$ cat src/sv/hpg_pkg.sv
// ----------------------------------------------------------------------------
// hpg_pkg
// Shared types and constants of the core hotplug governor.
// ----------------------------------------------------------------------------
package hpg_pkg;

	localparam int NUM_CORES_DEF = 8;
	localparam int CNT_W         = 8;
	localparam int LVL_CALC_W    = 5;   // holds any level and NUM_CORES itself
	localparam int CFG_IDX_W     = 3;
	localparam int CFG_DATA_W    = 8;
	localparam int IN_TDATA_W    = 32;
	localparam int OUT_TDATA_W   = 16;

	localparam logic [6:0]            IDLE_BUSY_PCT     = 7'd25;
	localparam logic [LVL_CALC_W-1:0] AWAKE_LEVEL_CAP   = 5'd6;
	localparam logic [LVL_CALC_W-1:0] SLEEP_LEVEL_FLOOR = 5'd6;
	localparam logic [LVL_CALC_W-1:0] RESUME_LEVEL      = 5'd0;
	localparam logic [LVL_CALC_W-1:0] UP_STEP           = 5'd4;

	typedef enum logic [CFG_IDX_W-1:0] {
		REG_UP_COUNT_LIMIT      = 3'd0,
		REG_DOWN_COUNT_LIMIT    = 3'd1,
		REG_UP_TASKS_PER_CORE   = 3'd2,
		REG_DOWN_TASKS_PER_CORE = 3'd3,
		REG_GPU_BOOST_LOAD      = 3'd4,
		REG_BUSY_UP_PCT         = 3'd5,
		REG_LOWEST_LEVEL_LOCK   = 3'd6,
		REG_HIGHEST_LEVEL_LOCK  = 3'd7
	} reg_idx_t;

	typedef struct packed {
		logic [7:0]        up_count_limit;
		logic [7:0]        down_count_limit;
		logic [3:0]        up_tasks_per_core;
		logic [3:0]        down_tasks_per_core;
		logic [6:0]        gpu_boost_load;
		logic [6:0]        busy_up_pct;
		logic signed [3:0] lowest_level_lock;
		logic signed [3:0] highest_level_lock;
	} cfg_t;

	typedef struct packed {
		logic       suspended;
		logic [6:0] gpu_load;
		logic [6:0] cpu_busy;
		logic [3:0] online_cores;
		logic [9:0] runnable_tasks;
	} item_t;

	typedef struct packed {
		logic       slow_sampling;
		logic       level_changed;
		logic [3:0] target_cores;
		logic [2:0] hotplug_level;
	} result_t;

	typedef struct packed {
		logic [CNT_W-1:0] up_counter;
		logic [CNT_W-1:0] down_counter;
		logic             asleep_mode;
	} gov_state_t;

endpackage

$ cat src/sv/hpg_step.sv
// ----------------------------------------------------------------------------
// hpg_step
// Next-state and result logic for one sampling tick of the governor.
// ----------------------------------------------------------------------------
module hpg_step #(
	parameter int NUM_CORES = hpg_pkg::NUM_CORES_DEF,
	localparam int LW = $clog2(NUM_CORES)
) (
	input  hpg_pkg::cfg_t       cfg,
	input  hpg_pkg::item_t      item,
	input  hpg_pkg::gov_state_t st,
	input  logic [LW-1:0]       lvl,
	output hpg_pkg::gov_state_t st_nxt,
	output logic [LW-1:0]       lvl_nxt,
	output hpg_pkg::result_t    res
);
	import hpg_pkg::*;

	localparam logic [LVL_CALC_W-1:0] N_X     = LVL_CALC_W'(NUM_CORES);
	localparam logic [LVL_CALC_W-1:0] MAX_LVL = LVL_CALC_W'(NUM_CORES - 1);

	logic [7:0]            dn_prod, up_prod;
	logic                  boosted, few_tasks, count_up;
	logic [CNT_W-1:0]      up_c, dn_c;
	logic                  move_up, move_dn;
	logic [LVL_CALC_W-1:0] lvl_x, tgt, req, c1, c2, c3, c4, nxt_x, tgt_cores;
	logic                  req_en, req_force, entering, waking, changed;
	logic                  lo_on, hi_on;
	logic [LVL_CALC_W-1:0] lo_x, hi_x;

	always_comb begin
		dn_prod   = {4'b0, item.online_cores} * {4'b0, cfg.down_tasks_per_core};
		up_prod   = {4'b0, item.online_cores} * {4'b0, cfg.up_tasks_per_core};
		boosted   = item.gpu_load >= cfg.gpu_boost_load;
		few_tasks = ({2'b0, dn_prod} >= item.runnable_tasks) && !boosted;
		count_up  = (item.cpu_busy >= cfg.busy_up_pct
			&& {2'b0, up_prod} <= item.runnable_tasks) || boosted;

		up_c = st.up_counter;
		dn_c = st.down_counter;
		if (few_tasks) begin
			up_c = '0;
			if (item.cpu_busy <= IDLE_BUSY_PCT)
				dn_c = (dn_c == '1) ? dn_c : dn_c + 1'b1;
			else
				dn_c = '0;
		end else if (count_up) begin
			up_c = (up_c == '1) ? up_c : up_c + 1'b1;
			dn_c = '0;
		end

		move_up = up_c > cfg.up_count_limit;
		move_dn = !move_up && (dn_c > cfg.down_count_limit);

		// step the level: one core fewer, or up to four cores more
		lvl_x = LVL_CALC_W'(lvl);
		if (move_dn)
			tgt = (lvl_x >= MAX_LVL) ? MAX_LVL : lvl_x + 1'b1;
		else if (move_up)
			tgt = (lvl_x < UP_STEP) ? '0 : lvl_x - UP_STEP;
		else
			tgt = lvl_x;

		entering  = item.suspended && !st.asleep_mode;
		waking    = !item.suspended && st.asleep_mode;
		req_force = waking;
		if (entering) begin
			req_en = 1'b1;
			req    = SLEEP_LEVEL_FLOOR;
		end else if (waking) begin
			req_en = 1'b1;
			req    = RESUME_LEVEL;
		end else begin
			req_en = (N_X - lvl_x != {1'b0, item.online_cores}) || move_up || move_dn;
			req    = tgt;
		end

		// lock, screen and core-count clamps
		lo_on = !cfg.lowest_level_lock[3];
		hi_on = !cfg.highest_level_lock[3] && (cfg.highest_level_lock != '0);
		lo_x  = {2'b0, cfg.lowest_level_lock[2:0]};
		hi_x  = {2'b0, cfg.highest_level_lock[2:0]};
		c1 = (!req_force && lo_on && req > lo_x) ? lo_x : req;
		c2 = (!req_force && hi_on && c1 < hi_x) ? hi_x : c1;
		if (!item.suspended && c2 > AWAKE_LEVEL_CAP)
			c3 = AWAKE_LEVEL_CAP;
		else if (item.suspended && c2 < SLEEP_LEVEL_FLOOR)
			c3 = SLEEP_LEVEL_FLOOR;
		else
			c3 = c2;
		c4 = (c3 > MAX_LVL) ? MAX_LVL : c3;

		changed = req_en && (c4 != lvl_x);
		nxt_x   = changed ? c4 : lvl_x;
		lvl_nxt = nxt_x[LW-1:0];

		st_nxt.up_counter   = changed ? '0 : up_c;
		st_nxt.down_counter = changed ? '0 : dn_c;
		if (entering)
			st_nxt.asleep_mode = 1'b1;
		else if (waking)
			st_nxt.asleep_mode = 1'b0;
		else
			st_nxt.asleep_mode = st.asleep_mode;

		tgt_cores         = N_X - nxt_x;
		res.hotplug_level = nxt_x[2:0];
		res.target_cores  = tgt_cores[3:0];
		res.level_changed = changed;
		res.slow_sampling = st_nxt.asleep_mode;
	end

endmodule

$ cat src/sv/core_hotplug_governor_unit.sv
// ----------------------------------------------------------------------------
// core_hotplug_governor_unit
// Core hotplug governor with up/down hysteresis counters, suspend handling
// and level locks; one result transaction per sampling tick.
// ----------------------------------------------------------------------------
//
//  Channel   | Direction | Handshake                    | Payload
//  ----------+-----------+------------------------------+---------------------------
//  s_axis    | in        | s_axis_tvalid/s_axis_tready  | one tick sample (32 bit)
//  m_axis    | out       | m_axis_tvalid/m_axis_tready  | one tick result (16 bit)
//  cfg       | in        | cfg_we, no back-pressure     | register index, 8 bit data
//
//  From accept to result a sample passes the input register, where it is held,
//  then the result register; the whole step (counters, level clamp) runs between
//  them. One transaction per cycle sustained while m_axis_tready is held high.
//  Asynchronous active-low reset clears state, config registers to defaults.
//  A stalled result holds; a new sample is still taken while the input
//  register is empty or drains into the result register in the same cycle.
//
module core_hotplug_governor_unit #(
	parameter int NUM_CORES = hpg_pkg::NUM_CORES_DEF
) (
	input  logic                           clk,
	input  logic                           arst_n,
	// [9:0] runnable_tasks, [13:10] online_cores, [20:14] cpu_busy,
	// [27:21] gpu_load, [28] suspended, [31:29] zero
	input  logic [hpg_pkg::IN_TDATA_W-1:0] s_axis_tdata,
	input  logic                           s_axis_tvalid,
	output logic                           s_axis_tready,
	// [2:0] hotplug_level, [6:3] target_cores, [7] level_changed,
	// [8] slow_sampling, [15:9] zero
	output logic [hpg_pkg::OUT_TDATA_W-1:0] m_axis_tdata,
	output logic                            m_axis_tvalid,
	input  logic                            m_axis_tready,
	input  logic                            cfg_we,
	input  logic [hpg_pkg::CFG_IDX_W-1:0]   cfg_index,
	input  logic [hpg_pkg::CFG_DATA_W-1:0]  cfg_wdata
);
	import hpg_pkg::*;

	localparam int LW = $clog2(NUM_CORES);
	localparam logic [LVL_CALC_W-1:0] MAX_LVL = LVL_CALC_W'(NUM_CORES - 1);
	localparam logic [LVL_CALC_W-1:0] SLEEP_FLOOR =
		(SLEEP_LEVEL_FLOOR > MAX_LVL) ? MAX_LVL : SLEEP_LEVEL_FLOOR;

	cfg_t       cfg_q;
	item_t      item_s1;
	logic       vld_s1;
	result_t    res_s2;
	logic       vld_s2;
	gov_state_t st_q, st_nxt;
	logic [LW-1:0] lvl_q, lvl_nxt;
	result_t    res_nxt;
	logic       advance;
	logic [LVL_CALC_W-1:0] lvl_x;

	// move the held sample into the result register when that slot frees up
	assign advance       = vld_s1 && (!vld_s2 || m_axis_tready);
	assign s_axis_tready = !vld_s1 || advance;

	// configuration writes; every index of the port maps to a register
	always_ff @(posedge clk or negedge arst_n) begin
		if (!arst_n) begin
			cfg_q.up_count_limit      <= 8'd3;
			cfg_q.down_count_limit    <= 8'd3;
			cfg_q.up_tasks_per_core   <= 4'd2;
			cfg_q.down_tasks_per_core <= 4'd1;
			cfg_q.gpu_boost_load      <= 7'd80;
			cfg_q.busy_up_pct         <= 7'd60;
			cfg_q.lowest_level_lock   <= -4'sd1;
			cfg_q.highest_level_lock  <= -4'sd1;
		end else if (cfg_we) begin
			unique case (reg_idx_t'(cfg_index))
				REG_UP_COUNT_LIMIT:      cfg_q.up_count_limit      <= cfg_wdata;
				REG_DOWN_COUNT_LIMIT:    cfg_q.down_count_limit    <= cfg_wdata;
				REG_UP_TASKS_PER_CORE:   cfg_q.up_tasks_per_core   <= cfg_wdata[3:0];
				REG_DOWN_TASKS_PER_CORE: cfg_q.down_tasks_per_core <= cfg_wdata[3:0];
				REG_GPU_BOOST_LOAD:      cfg_q.gpu_boost_load      <= cfg_wdata[6:0];
				REG_BUSY_UP_PCT:         cfg_q.busy_up_pct         <= cfg_wdata[6:0];
				REG_LOWEST_LEVEL_LOCK:   cfg_q.lowest_level_lock   <= cfg_wdata[3:0];
				REG_HIGHEST_LEVEL_LOCK:  cfg_q.highest_level_lock  <= cfg_wdata[3:0];
				default: ;
			endcase
		end
	end

	// input register: capture a sample on every accepted transaction
	always_ff @(posedge clk or negedge arst_n) begin
		if (!arst_n) begin
			vld_s1 <= 1'b0;
		end else if (s_axis_tready) begin
			vld_s1 <= s_axis_tvalid;
		end
	end

	always_ff @(posedge clk) begin
		if (s_axis_tvalid && s_axis_tready) begin
			item_s1 <= item_t'(s_axis_tdata[$bits(item_t)-1:0]);
		end
	end

	hpg_step #(
		.NUM_CORES (NUM_CORES)
	) u_step (
		.cfg     (cfg_q),
		.item    (item_s1),
		.st      (st_q),
		.lvl     (lvl_q),
		.st_nxt  (st_nxt),
		.lvl_nxt (lvl_nxt),
		.res     (res_nxt)
	);

	// governor state advances once per tick, together with the result
	always_ff @(posedge clk or negedge arst_n) begin
		if (!arst_n) begin
			st_q  <= '0;
			lvl_q <= '0;
		end else if (advance) begin
			st_q  <= st_nxt;
			lvl_q <= lvl_nxt;
		end
	end

	// result register: hold while the consumer stalls
	always_ff @(posedge clk or negedge arst_n) begin
		if (!arst_n) begin
			vld_s2 <= 1'b0;
		end else if (advance) begin
			vld_s2 <= 1'b1;
		end else if (m_axis_tready) begin
			vld_s2 <= 1'b0;
		end
	end

	always_ff @(posedge clk) begin
		if (advance) begin
			res_s2 <= res_nxt;
		end
	end

	assign m_axis_tvalid = vld_s2;
	assign m_axis_tdata  = OUT_TDATA_W'(res_s2);

	assign lvl_x = LVL_CALC_W'(lvl_q);

	a_level_cap: assert property (@(posedge clk) disable iff (!arst_n)
		lvl_x <= MAX_LVL)
		else $error("hotplug level above the core-count cap");

	a_awake_limit: assert property (@(posedge clk) disable iff (!arst_n)
		!st_q.asleep_mode |-> lvl_x <= AWAKE_LEVEL_CAP)
		else $error("awake mode with level above the screen-on limit");

	a_asleep_floor: assert property (@(posedge clk) disable iff (!arst_n)
		st_q.asleep_mode |-> lvl_x >= SLEEP_FLOOR)
		else $error("asleep mode with level below the suspend floor");

	a_change_clears: assert property (@(posedge clk) disable iff (!arst_n)
		!$stable(lvl_q) |-> (st_q.up_counter == '0 && st_q.down_counter == '0))
		else $error("level changed without clearing the hysteresis counters");

endmodule
$ cat config.mk
export PLATFORM = sky130hd
export DESIGN_NAME = core_hotplug_governor_unit
export DESIGN_NICKNAME = d
export VERILOG_FILES = /design/src/sv/hpg_pkg.sv /design/src/sv/hpg_step.sv /design/src/sv/core_hotplug_governor_unit.sv
export SDC_FILE = /design/constraint.sdc
export NUM_CORES = 1
export LEC_CHECK = 0
export ABC_AREA = 1
export BUFFER_PORTS_ARGS = -buffer_cell sky130_fd_sc_hd__buf_2
export CORE_ASPECT_RATIO = 1.4
export CORE_MARGIN = 3
export CORE_UTILIZATION = 55
export DETAILED_ROUTE_END_ITERATION = 16
export HOLD_SLACK_MARGIN = 0.05
export PLACE_DENSITY = 0.85
export SYNTH_ARGS = -nofsm -noshare
export SYNTH_HDL_FRONTEND = slang
export SYNTH_SLANG_ARGS = --single-unit
$ cat constraint.sdc
create_clock -name clk -period 8.9 [get_ports clk]
set_clock_uncertainty 0.1 [all_clocks]
set_input_delay 0.89 -clock clk [delete_from_list [all_inputs] [get_ports clk]]
set_output_delay 0.89 -clock clk [all_outputs]
set_load 0.02 [all_outputs]
==> summary.txt, run 1 <==
Global routing
  • First-pass GRT wire length: 25.0 mm
  • GRT Residual Overflow: 0
  • Vias in the first global route: 5680
  • GR Util All Layers: 0.220
  • Pin count of the biggest net entering global routing: 69
  • Initial antenna violation count: 1

Drt
  • Metal3 WL: ~770 um
  • Final ANT Viol Nets: 0
  • Max layer used: met4
  • Via count: roughly 6000
  • WL met1: around 6.6 mm
  • WL final: between 15 and 20 mm
  • 1st-iter DRT viols: approximately 430
  • Wire per inst: 15.4 um
  • DR WL met2: 8.83 mm
  • Detailed-router iteration count before antenna repair: 5
  • DR DRC count: 0
  • Drt via density: roughly 5.5

Cells and area
  • Final net count: about 1100
  • Design Area, Final: around 8500 sq um
  • Layout cells sized above 1: 0.263
  • Filler instances: roughly 900
  • Non-Filler Instances: around 1100
  • Area grow syn2layout: 20.0%

STA
  • Tcrit/Tclk final: 1.01
  • Fin crit period: ~9000 ps
  • WHS: 388 ps
  • Least-Margin Pin Slew: ~950 ps
  • RSZ-0062 raised after global routing: true
  • Final hold vios: 0
  • Max Freq: 112 MHz
  • Final WS setup: -64.1 ps
  • Max_slew headroom: 0.365
  • Slew Viols, Final: 0
  • Final setup fails: 1

Min path
  • Worst Hold Path EP: cfg_q[42]
  • Min-delay src: cfg_q[42]
  • Hold Path Depth: 2
  • Tightest Hold Check Type: reg2reg

Yosys
  • Yosys top cell by area: dfrtp_1
  • Largest family of logic cells by synthesized area: simple AND/OR/NAND/NOR gates
  • Post-Synth Simple-Gate Area: 0.191
  • Area contributors post-synth: dfrtp_1, edfxtp_1, ha_1, nand2_1, inv_1
  • Number of flops mapped to enable cells by yosys: 37
  • Post-synth top area share: 0.171
  • Post-Synth XOR/XNOR Area: 0.0187
  • Synthesis-stage register bit count: 105
  • Synth cell count leaders: nand2_1, inv_1, ha_1
  • Syn Area/Cell: 8.43 sq um
  • Most common cell in the netlist: nand2_1
  • Syn. warnings: 0
  • Synthesized instance count: roughly 840
  • Post-synthesis sequential area ratio: 0.403
  • Main synth FF type: dfrtp_1
  • Yosys cell types: 48
  • Post-synthesis compound-gate area fraction: 0.114
  • Mapped cell area: between 7000 and 8000 sq um
  • Async SR Flop Fraction: 0.648
  • Post-synthesis adder-cell area fraction: 0.167
  • Mux cell area share after synthesis: 0.00142

Run status
  • Status: finished, violations left
  • Failing checks: setup timing

Setup path
  • CP endpoint kind: flop
  • Arr. time, crit path: between 8000 and 9000 ps
  • Crit Path Category: reg2reg
  • Slowest CP cell: fa_1
  • Crit path launch type: flop
  • Cell mode on critical path: nand2_2
  • Worst r2r src: cfg_q[27]
  • Worst EP required: 8890 ps
  • CP Max Fanout: 5
  • R2R Path End: m_axis_tdata[5]
  • FF-to-FF path depth: 54
  • CP max stage delay: around 600 ps
  • R2r setup slk: -60 ps

Die
  • Die height: 140 um
  • Die extent in x: between 100 and 150 um
  • Die footprint: about 14000 sq um
  • Starting density of the core: 0.567
  • Num rows: 48
  • IO Pins: between 60 and 70
  • Core area: roughly 12000 sq um

Placement
  • Port buffer count: 55
  • DP Area: 7650 sq um
  • Placed insts: 1058
  • RePlAce Congestion: just under 0.9
  • Post-DP HPWL: between 10 and 15 mm

Clock network
  • H-Tree Depth: 3
  • Clk Latency, worst-skew pair: ~360 ps
  • Clk sink count: ~110
  • CTS Buf Count: 9
  • CTS Root Cell: clkbuf_16
  • Reg clk slew, reported paths: around 70 ps
  • CTS Buffer Depth: 2
  • TritonCTS clock tree: yes
  • # hold bufs at CTS: 0

Power and ir drop
  • Sequential share of power: 0.321
  • Net Switching: about 0.86 mW
  • Pwr dens: ~250 nW/um^2
  • Worst VDD drop: between 0.00015 and 0.0002 V
  • Lkg Pwr: ~4.3 nW
  • Pint: ~1.2 mW
  • Tot Pwr: 2.09 mW
  • Clock network power share: 0.187
  • Logic gate share of total power: 0.492
  • Switching Fraction: 0.409

Run
  • Max-Cap Viols: 0
[layout make-up]
cell class	count	area, sq um	area share
multi-input cells	553	3850	0.456
flip-flops and latches	105	2840	0.336
repair buffers	106	669	0.0792
inverters	162	612	0.0724
clock buffers	10	229	0.0271
well taps	150	188	0.0222
clock inverters	6	61.3	0.00725
diodes	1	2.50	0.000296
[state kept, by name, indices dropped and copies added (netlist names)]
register and flops:
cfg_q 46, item_s1 29, st_q 17, m_axis_tdata 8, lvl_q 3, m_axis_tvalid 1, vld_s1 1
[critical path, delay by kind of cell, from the launching register on]
family / cells / cell delay, ps
fa+ha+maj: 8 / 2500
flops: 1 / 580
simple gates: 27 / 2720
xor+xnor: 2 / 360
compound gates: 9 / 1490
buf+inv: 8 / 920
[cells by family after synthesis]
kind of cell	after synthesis
xor+xnor	15
mux	1
fa+ha+maj	89
flops	105
buf+inv	184
other cells	1
simple gates	306
compound gates	135
[placed cells by master, fill, tap and decap left out, types with 23 or more instances in the layout]
cell	Yosys	layout
buf_2	1	55
buf_4	8	48
dfrtp_1	48	48
edfxtp_1	37	37
ha_1	81	71
inv_1	157	149
nand2_1	187	169
nand2_2	12	23
nand3_1	35	27
nor2_1	39	36
o21ai_0	64	58
[power by group through the flow]
stage | sequential [mW] | combinational [mW] | clock, mW
finish | 0.671 | 1.03 | 0.391
global route | 0.680 | 1.15 | 0.414
CTS | 0.667 | 0.824 | 0.396
detailed placement | 0.675 | 0.808 | 0
global placement | 0.672 | 0.771 | 0
floorplan | 0.681 | 0.578 | 0
[repair_timing]
item	4_1_cts	5_1_grt
pin swaps	4	42
setup buffers	2	16
setup endpoints to repair	2	26
gates resized for setup	1	86
[routing by layer]
metal,up-vias,global-route usage
met3,49,0.0244
met1,2899,0.272
met2,195,0.379
met4,0,0.101
li1,2904,-
met5,-,0
[per-stage QoR]
step	setup WS, ps	utilization	setup TNS, ps
2_1_floorplan	556	-	0
3_3_place_gp	201	0.615	0
3_5_place_dp	27.1	0.615	0
4_1_cts	10.9	0.640	0
5_1_grt	-483	0.680	-7000
6_report	-64.1	0.680	-64.1
[how the worst max path moves through the flow]
| stage | from | endpoint | slack [ps] | depth (start not counted) |
|---|---|---|---|---|
| CTS | item_s1[12] | m_axis_tdata[5] | 10 | 52 |
| floorplan | item_s1[10] | m_axis_tdata[5] | 560 | 60 |
| global route | cfg_q[27] | m_axis_tdata[5] | -480 | 57 |
| global placement | item_s1[12] | m_axis_tdata[5] | 200 | 50 |
| detailed placement | cfg_q[27] | m_axis_tdata[5] | 30 | 60 |
| finish | cfg_q[27] | m_axis_tdata[5] | -60 | 54 |
(Power assumes the default switching activity.)
==> run 2: changes to the inputs <==
--- a/config.mk
+++ b/config.mk
@@ -7,12 +7,15 @@
 export LEC_CHECK = 0
 export ABC_AREA = 1
 export BUFFER_PORTS_ARGS = -buffer_cell sky130_fd_sc_hd__buf_2
+export CELL_PAD_IN_SITES_DETAIL_PLACEMENT = 0
+export CELL_PAD_IN_SITES_GLOBAL_PLACEMENT = 2
 export CORE_ASPECT_RATIO = 1.4
 export CORE_MARGIN = 3
-export CORE_UTILIZATION = 55
+export CORE_UTILIZATION = 33
 export DETAILED_ROUTE_END_ITERATION = 16
 export HOLD_SLACK_MARGIN = 0.05
-export PLACE_DENSITY = 0.85
+export PLACE_DENSITY = 0.84
+export SKIP_CTS_REPAIR_TIMING = 1
 export SYNTH_ARGS = -nofsm -noshare
 export SYNTH_HDL_FRONTEND = slang
 export SYNTH_SLANG_ARGS = --single-unit
==> run 2 against run 1 <==
Against the previous run: the flow now finishes without violations; non-clock buffer count grew 21; clock power is 8.7% higher; critical path depth is 1 higher; flip-flop and latch count did not move; power up 0.86%; via count down 7.3%; global-route usage down 7.4 points; critical endpoint unchanged; largest cell class unchanged.
==> summary.txt, run 2 (same netlist as run 1, synthesis figures left out) <==
Placement
  • Port buffer count: 55
  • Place WS: ~53 ps
  • DP Area: between 7000 and 8000 sq um
  • Placed insts: about 1200
  • RePlAce Congestion: between 0.8 and 0.9
  • Post-DP HPWL: 12.8 mm

Run status
  • Status: finished, final reports clean

Power and ir drop
  • Worst VDD drop: slightly above 0.0001 V
  • Pwr dens: around 240 nW/um^2
  • Lkg Pwr: approximately 4.5 nW
  • Tot Pwr: about 2.1 mW

Setup path
  • Critical path's top delay family: adder cells
  • Worst EP required: 8890 ps
  • CP endpoint kind: flop
  • Crit path launch type: flop
  • CP max stage delay: 520 ps
  • Cell mode on critical path: nand2_2
  • CP Max Fanout: 8
  • Arr. time, crit path: 8500 ps
  • Crit Path Category: reg2reg
  • Slowest CP cell: fa_1
  • Worst path buffer plus inverter count: 8

Min path
  • Tightest Hold Check Type: reg2reg

Cells and area
  • Layout cells sized above 1: 0.292
  • Largest Register: cfg_q
  • Commonest non-fill, non-tap cells in the layout: nand2_1, inv_1, ha_1
  • Largest regs: cfg_q: 46 flops, item_s1: 29 flops, st_q: 17 flops
  • Non-Filler Instances: between 1000 and 1500
  • Design Area, Final: about 8900 sq um
  • Filler instances: ~2100
  • Most common cell after layout, fill and taps aside: nand2_1
  • Final net count: ~1100
  • Area grow syn2layout: 26.3%
  • Diode count: 0
  • Util after Layout: 0.429
  • FF+latch area: about 2800 sq um
  • Area of the multi-input gates: slightly below 4000 sq um
  • Max reg flops: 46

Clock network
  • Clk Latency, worst-skew pair: 350 ps
  • Reg clk slew, reported paths: around 80 ps
  • CTS Buffer Depth: 2
  • CTS Buf Count: 9
  • Clk sink count: around 110
  • CTS Root Cell: clkbuf_16
  • H-Tree Depth: 3
  • TritonCTS clock tree: yes

STA
  • TNS Setup: 0 ps
  • Final WS setup: 396 ps
  • Final hold vios: 0
  • Final setup fails: 0
  • Slew Viols, Final: 0
  • Max Freq: between 100 and 150 MHz
  • Least-Margin Pin Slew: about 990 ps
  • Fin crit period: between 8000 and 9000 ps
  • WHS: 392 ps
  • Max_slew headroom: 0.333
  • Tcrit/Tclk final: 0.955

Die
  • Die footprint: about 23000 sq um
  • Starting density of the core: 0.340
  • Core area: between 20000 and 25000 sq um
  • Die extent in x: around 130 um
  • Die height: 179 um
  • IO Pins: 66
  • Num rows: 62

Drt
  • WL final: ~17 mm
  • Detailed-router iteration count before antenna repair: 4
  • Via count: approximately 5600
  • Wire per inst: around 14 um
  • DR DRC count: 0
  • Final ANT Viol Nets: 0
  • 1st-iter DRT viols: approximately 240
  • Drt via density: about 4.6

Global routing
  • GR Util All Layers: 0.146
  • Pin count of the biggest net entering global routing: 69
  • Initial antenna violation count: 0
  • GRT Residual Overflow: 0
  • Vias in the first global route: about 5500
  • First-pass GRT wire length: 26.7 mm

Run
  • Max-Cap Viols: 0
run 2: changes by cell type in the layout (fill, tap and decap cells not counted), sizes merged:
cell      delta
bufinv       +1
buf         +21
inv          +2
clkbuf       -1
diode        -1
clkinvlp     -2
run 2: area by class of cell:
class	instances	share of cell area
clock buffers	9	0.0253
clock inverters	7	0.00929
inverters	162	0.0684
multi-input cells	553	0.447
flip-flops and latches	105	0.319
well taps	256	0.0360
repair buffers	127	0.0951
run 2: final timing paths:
path	start	endpoint	slack, ps	cells past startpoint
hold reg to reg	cfg_q[9]	cfg_q[9]	390	2
setup / recovery	item_s1[11]	m_axis_tdata[5]	400	55
setup reg to reg	item_s1[11]	m_axis_tdata[5]	400	55
hold / removal	cfg_q[9]	cfg_q[9]	390	2
min in group asynchronous	arst_n	m_axis_tvalid	640	2
max in group asynchronous	arst_n	cfg_q[24]	7450	2
run 2: report_power, final:
part           switching [mW]  internal, mW
clock network           0.200         0.224
logic                   0.574         0.446
registers              0.0541         0.611
run 2: tightest hold or removal path, delay by kind of cell (launching register included):
family / cells / cell delay, ps
compound gates: 1 / 60
simple gates: 1 / 50
flops: 1 / 350
run 2: metal layers:
metal / track usage / share of wire / up-vias / routed length [um]
met3: 0.0155 / 0.020 / 16 / 342
met4: 0.0503 / 0.015 / 0 / 251
met2: 0.269 / 0.54 / 54 / 9020
met1: 0.175 / 0.43 / 2597 / 7230
met5: 0 / 0 / - / 0
li1: - / - / 2941 / -
